File: src/rtl/core/amatt_pkg.sv
// Shared constants, types and CORDIC angle table for the attitude block.
`timescale 1ns / 1ps
package amatt_pkg;
   localparam int SAMPLE_WIDTH_DEF = 16;
   localparam int CORDIC_STEPS_DEF = 16;
   localparam int SCALED_WIDTH = 32;
   localparam int DATA_WIDTH = 38;
   localparam int ANGLE_WIDTH = 34;
   localparam int QUEUE_DEPTH = 2;
   localparam int PROD_WIDTH = 63;
   localparam int HDIFF_WIDTH = 20;
   localparam logic [30:0] K_Q30 = 31'd1768195363;
   localparam int FULL_TURN = 36000;
   localparam int HALF_TURN = 18000;
   localparam int QUARTER_TURN = 9000;

   typedef struct packed {
      logic signed [SCALED_WIDTH-1:0] ax;
      logic signed [SCALED_WIDTH-1:0] ay;
      logic signed [SCALED_WIDTH-1:0] az;
      logic signed [SCALED_WIDTH-1:0] mx;
      logic signed [SCALED_WIDTH-1:0] my;
      logic                           my_zero;
      logic                           mx_neg;
   } sample_type;

   function automatic logic signed [ANGLE_WIDTH-1:0] atan_q16(input int i);
      logic signed [ANGLE_WIDTH-1:0] r;
      case (i)
         0: r = 34'sd294912000;
         1: r = 34'sd174096719;
         2: r = 34'sd91987925;
         3: r = 34'sd46694507;
         4: r = 34'sd23437865;
         5: r = 34'sd11730358;
         6: r = 34'sd5866610;
         7: r = 34'sd2933484;
         8: r = 34'sd1466764;
         9: r = 34'sd733385;
         10: r = 34'sd366693;
         11: r = 34'sd183346;
         12: r = 34'sd91673;
         13: r = 34'sd45837;
         14: r = 34'sd22918;
         15: r = 34'sd11459;
         16: r = 34'sd5730;
         17: r = 34'sd2865;
         18: r = 34'sd1432;
         19: r = 34'sd716;
         20: r = 34'sd358;
         21: r = 34'sd179;
         22: r = 34'sd90;
         23: r = 34'sd45;
         default: r = '0;
      endcase
      return r;
   endfunction
endpackage

File: src/rtl/core/amatt_front.sv
// Front end: accept sensor words, scale and classify them, queue them for the back end.
`timescale 1ns / 1ps
module amatt_front
   import amatt_pkg::*;
#(
   parameter int SAMPLE_WIDTH = SAMPLE_WIDTH_DEF
) (
   input  logic                    clock,
   input  logic                    reset,
   input  logic                    req_valid,
   output logic                    req_ready,
   input  logic [SAMPLE_WIDTH-1:0] req_accel_x,
   input  logic [SAMPLE_WIDTH-1:0] req_accel_y,
   input  logic [SAMPLE_WIDTH-1:0] req_accel_z,
   input  logic [SAMPLE_WIDTH-1:0] req_mag_x,
   input  logic [SAMPLE_WIDTH-1:0] req_mag_y,
   input  logic                    pop,
   output logic                    head_valid,
   output sample_type              head
);
   localparam int PW = (QUEUE_DEPTH > 1) ? $clog2(QUEUE_DEPTH) : 1;
   localparam int CW = $clog2(QUEUE_DEPTH + 1);
   localparam int SHIFT = SCALED_WIDTH - SAMPLE_WIDTH;

   sample_type    q_ff [QUEUE_DEPTH];
   logic [PW-1:0] wr_ptr_ff, wr_ptr_in, rd_ptr_ff, rd_ptr_in;
   logic [CW-1:0] count_ff, count_in;
   sample_type    item;
   logic          push;

   function automatic logic signed [SCALED_WIDTH-1:0] scale(input logic [SAMPLE_WIDTH-1:0] v);
      logic signed [SCALED_WIDTH-1:0] e;
      e = SCALED_WIDTH'($signed(v));
      return e <<< SHIFT;
   endfunction

   function automatic logic [PW-1:0] bump(input logic [PW-1:0] p);
      return (p == PW'(QUEUE_DEPTH - 1)) ? '0 : p + 1'b1;
   endfunction

   always_comb begin
      item.ax = scale(req_accel_x);
      item.ay = scale(req_accel_y);
      item.az = scale(req_accel_z);
      item.mx = scale(req_mag_x);
      item.my = scale(req_mag_y);
      item.my_zero = (req_mag_y == '0);
      item.mx_neg = req_mag_x[SAMPLE_WIDTH-1];
   end

   assign req_ready = (count_ff != CW'(QUEUE_DEPTH));
   assign push = req_valid && req_ready;
   assign head_valid = (count_ff != '0);
   assign head = q_ff[rd_ptr_ff];

   always_comb begin
      wr_ptr_in = push ? bump(wr_ptr_ff) : wr_ptr_ff;
      rd_ptr_in = pop ? bump(rd_ptr_ff) : rd_ptr_ff;
      count_in = count_ff + CW'(push) - CW'(pop);
   end

   always_ff @(posedge clock) begin
      if (reset) begin
         wr_ptr_ff <= '0;
         rd_ptr_ff <= '0;
         count_ff <= '0;
      end else begin
         wr_ptr_ff <= wr_ptr_in;
         rd_ptr_ff <= rd_ptr_in;
         count_ff <= count_in;
      end
   end

   always_ff @(posedge clock) begin
      if (push) begin
         q_ff[wr_ptr_ff] <= item;
      end
   end

   property p_no_overflow;
      @(posedge clock) disable iff (reset) count_ff <= CW'(QUEUE_DEPTH);
   endproperty
   a_no_overflow: assert property (p_no_overflow) else $error("queue overflow");

   property p_pop_nonempty;
      @(posedge clock) disable iff (reset) pop |-> head_valid;
   endproperty
   a_pop_nonempty: assert property (p_pop_nonempty) else $error("pop from empty queue");

   property p_count_track;
      @(posedge clock) disable iff (reset)
         (push && !pop) |=> count_ff == $past(count_ff) + 1'b1;
   endproperty
   a_count_track: assert property (p_count_track) else $error("queue count slip");
endmodule

File: config.mk
export PLATFORM = sky130hd
export DESIGN_NAME = amatt_front
export DESIGN_NICKNAME = d
export VERILOG_FILES = /design/src/rtl/core/amatt_pkg.sv /design/src/rtl/core/amatt_front.sv
export SDC_FILE = /design/constraint.sdc
export NUM_CORES = 1
export LEC_CHECK = 0
export CAP_MARGIN = 30
export CORE_ASPECT_RATIO = 1.5
export CORE_MARGIN = 2
export CORE_UTILIZATION = 60
export CTS_BUF_LIST = sky130_fd_sc_hd__clkbuf_8
export DETAILED_ROUTE_END_ITERATION = 10
export DONT_BUFFER_PORTS = 1
export GPL_ROUTABILITY_DRIVEN = 0
export PLACE_DENSITY_LB_ADDON = 0.12
export SLEW_MARGIN = 20
export SYNTH_ARGS = -nofsm -noshare
export SYNTH_HDL_FRONTEND = slang
export SYNTH_SLANG_ARGS = --single-unit
export TNS_END_PERCENT = 1
File: constraint.sdc
create_clock -name clock -period 3.12 [get_ports clock]
set_input_delay 0.156 -clock clock [delete_from_list [all_inputs] [get_ports clock]]
set_output_delay 0.156 -clock clock [all_outputs]
set_load 0.05 [all_outputs]
==> results.txt <==
----------------------------------------------------
[Run status]
  Result of the run ... finished, final reports clean

[Critical path]
  Critical Path Slowest Stage Cell ... dfxtp_4
  Worst Setup Start Kind ... register
  Critical Path Sink Type ... primary output
  Required time at the endpoint of the critical path ... 2.96 ns
  Worst Path Buf+Inv ... 1
  Data arrival time at the worst-slack endpoint ... 2.17 ns
  CP max stage delay ... 0.80 ns
  Type of the setup path with the least slack ... reg2out
  Top Family by Delay on Critical Path ... flip-flops
  Count of cells along the worst register-to-register path ... 4
  Flop-to-flop setup slack ... 0.91 ns
  CP Depth ... 2
  R2R Path End ... q_ff[0][54]$_DFFE_PP_
  Maximum fanout along the worst path ... 50
  Worst r2r src ... count_ff[0]$_SDFF_PP0_
  Ordered cell list for the critical path ... buf_4 > mux2_1

[Yosys]
  Simple-gate area share of the yosys netlist ... 0.0179
  Post-Synthesis Mean Instance Area ... 18.3 um2
  Dominant combinational cell family by area after synthesis ... multiplexers
  Sequential element share of the synthesized area ... 0.738
  Instance count of the mapped netlist ... 367
  Area of the mapped netlist ... 6730 um2
  Xor and xnor area share after synthesis ... 0.00260
  Fraction of the mapped netlist area in adder cells ... 0.00186
  Count of unique library cells instantiated by Yosys ... 26
  Multiplexer share of the synthesized area ... 0.136
  Number of storage elements in the synthesis netlist ... 167
  Yosys warning count ... 0
  Share of the synthesized area in compound gates (AO/OA/AOI/OAI) ... 0.00465

[Layout]
  Number of fillers in the final layout ... 767
  Area growth from synthesis to layout ... 16.8%
  Number of nets in the final layout ... 550
  Commonest cells after routing, fill and taps aside ... edfxtp_1 (162), dlygate4sd3_1 (84), conb_1 (80), mux2_2 (51), mux2_1 (30)
  FF+latch area ... 4970 um2
  Most common library cell in the layout ignoring fill and taps ... edfxtp_1
  Layout cells sized above 1 ... 0.180
  Antenna Cells ... 0
  Area of the multi-input gates ... 1400 um2
  Non-filler cells, final ... 624

[Drt]
  Routed wire length ... 11500 um
  DR vias ... 3124
  DRC violation total after the first TritonRoute iteration ... 149
  Post-route antenna net violation count ... 0
  Average wire length per cell after detail routing ... 18.4 um
  Drt drc ... 0
  Via density per instance ... 5.01
  Number of iterations in the first detailed-routing pass ... 4

[Floorplan]
  Die span in y ... 134 um
  Placeable core region ... 11000 um2
  Die outline width ... 90.5 um
  Ports ... 248
  Placement row count ... 47
  Initial core utilization ... 0.612
  Die ar. ... 12100 um2

[Timing]
  Relative slew slack ... 0.534
  Setup repair after global routing missed its margin ... false
  F_max ... 429 MHz
  Worst slew pin tran ... 0.699 ns
  Setup Viol. Count Final ... 0
  Final TNS setup ... 0 ns
  Smallest setup slack after layout ... 0.790 ns
  Final-report hold violation count ... 0
  Share of the cycle needed by the critical path after routing ... 0.747
  Worst hold slack across all endpoints ... 0.0221 ns
  Slew Viols, Final ... 0
  Final Critical Period ... 2.33 ns
  Clock skew after layout ... 0.00955 ns

[Place]
  # port buffers ... 0
  Sum of net half-perimeters after detailed placement ... 7380 um
  Post-placement worst setup slack ... 0.927 ns
  Number of cells after detailed placement ... 509

[Power and ir drop]
  Cell Pwr Density ... 692 nW/um2
  NetSw ... 1.75 mW
  Leakage ... 2.79 nW
  Worst IR Drop VDD ... 388 uV
  Total internal power ... 3.69 mW
  Fraction of power consumed by combinational cells ... 0.226
  Share of power burned in registers ... 0.505
  Net switching fraction of the power ... 0.322
  Clock network fraction of design power ... 0.269

[Clock network]
  Reg clk slew, reported paths ... 0.07 ns
  Htree depth ... 4
  Maximum number of buffers from clock root to sink ... 2
  Inserted Clock Buffers ... 17
  Clock root cell ... clkbuf_8
  Clock tree from TritonCTS ... built
  Number of instances resized during post-cts repair ... 0
  CTS sink cnt ... 167
  Later-pin clock latency in the skew report ... 0.42 ns

[Hold path]
  Class of the tightest hold or removal check ... in2reg
  Hold EP ... count_ff[1]$_SDFF_PP0_
  Hold_sp ... req_valid
  Min-Delay Path Depth ... 3

[Global route]
  First-pass GRT wire length ... 17100 um
  Overflow after GRT ... 0
  Number of global-route vias before repair ... 3272
  Total routing usage reported by global routing ... 0.188
  Pin count of the biggest net entering global routing ... 51
  Initial antenna violation count ... 0

[Run]
  Max-capacitance violation count ... 0

----------------------------------------------------
kinds of logic (layout without fill, tap and decap cells):
logic type / after synthesis / in the layout
AO/OA/AOI/OAI: 4 / 4
XOR/XNOR: 2 / 2
adder cells (fa/ha/maj): 1 / 1
buffers and inverters: 93 / 124
flip-flops: 167 / 167
multiplexers: 81 / 81
other: 1 / 80
AND/OR/NAND/NOR: 18 / 18
layout make-up:
| type | count | area share |
|---|---|---|
| Clock buffer | 17 | 0.0298 |
| Inverter | 3 | 0.00159 |
| Timing Repair Buffer | 90 | 0.116 |
| Clock inverter | 14 | 0.0186 |
| Tap cell | 147 | 0.0234 |
| Sequential cell | 167 | 0.633 |
| Multi-Input combinational cell | 186 | 0.178 |
synthesized netlist by cell type, drive strengths merged:
cell type / n / area [um2]
ha: 1 / 12.5
dfxtp: 5 / 100
a2111oi: 1 / 8.76
or4: 1 / 7.51
edfxtp: 162 / 4860
nor2b: 1 / 6.26
nor4: 4 / 25.0
buf: 90 / 653
nand2: 1 / 3.75
nand4b: 2 / 17.5
xnor2: 2 / 17.5
nand2b: 2 / 12.5
inv: 3 / 11.3
a21bo: 1 / 10.0
nor2: 2 / 7.51
or4b: 1 / 10.0
and4: 1 / 8.76
a21boi: 1 / 7.51
nand3b: 1 / 7.51
and3: 1 / 7.51
conb: 1 / 3.75
or2: 1 / 6.26
a21oi: 1 / 5.00
mux2: 81 / 912
flip-flops by register name (all words and copies together), names as in the netlist, named ones only:
name	flops
q_ff	162
count_ff	2
rd_ptr_ff	1
wr_ptr_ff	1
per-layer routing:
layer	wire, um	global-route usage
met5	0	0
met4	150	0.0650
met3	939	0.0690
met2	6500	0.348
met1	3860	0.193
what timing repair did:
item / 4_1_cts / 5_1_grt
buffers inserted: 0 / 0
hold endpoints to repair: 165 / 0
endpoints found under the setup margin: 0 / 0
hold buffers: 84 / 0
through the flow:
stage	power, mW	area, um2	utilization
2_1_floorplan	3.89	7020	-
3_3_place_gp	3.91	6630	0.603
3_5_place_dp	3.93	6630	0.603
4_1_cts	5.48	7850	0.714
5_1_grt	5.61	7850	0.714
6_report	5.44	7850	0.714
worst reg2reg max path: cells and delay by family (launching register included):
kind                   cells  cell delay, ns
and+or+nand+nor            2            0.80
buffers and inverters      2            0.70
DFF                        1            0.38
power by group through the flow:
stage                     Clock, mW  Sequential, mW  Combinational [mW]
after floorplan                   0            2.77                1.13
after global placement            0            2.79                1.13
after detailed placement          0            2.80                1.13
after CTS                      1.50            2.75                1.24
after global routing           1.57            2.76                1.27
final                          1.46            2.74                1.23
worst max-delay path by stage:
| stage | start | endpoint |
|---|---|---|
| 2_1_floorplan | count_ff[0]$_SDFF_PP0_ | q_ff[0][10]$_DFFE_PP_ |
| 3_3_place_gp | count_ff[0]$_SDFF_PP0_ | q_ff[0][31]$_DFFE_PP_ |
| 3_5_place_dp | count_ff[0]$_SDFF_PP0_ | q_ff[0][71]$_DFFE_PP_ |
| 4_1_cts | register | head[160] |
| 5_1_grt | register | head[160] |
| 6_report | register | head[160] |
Power figures use the tool's default switching activity.
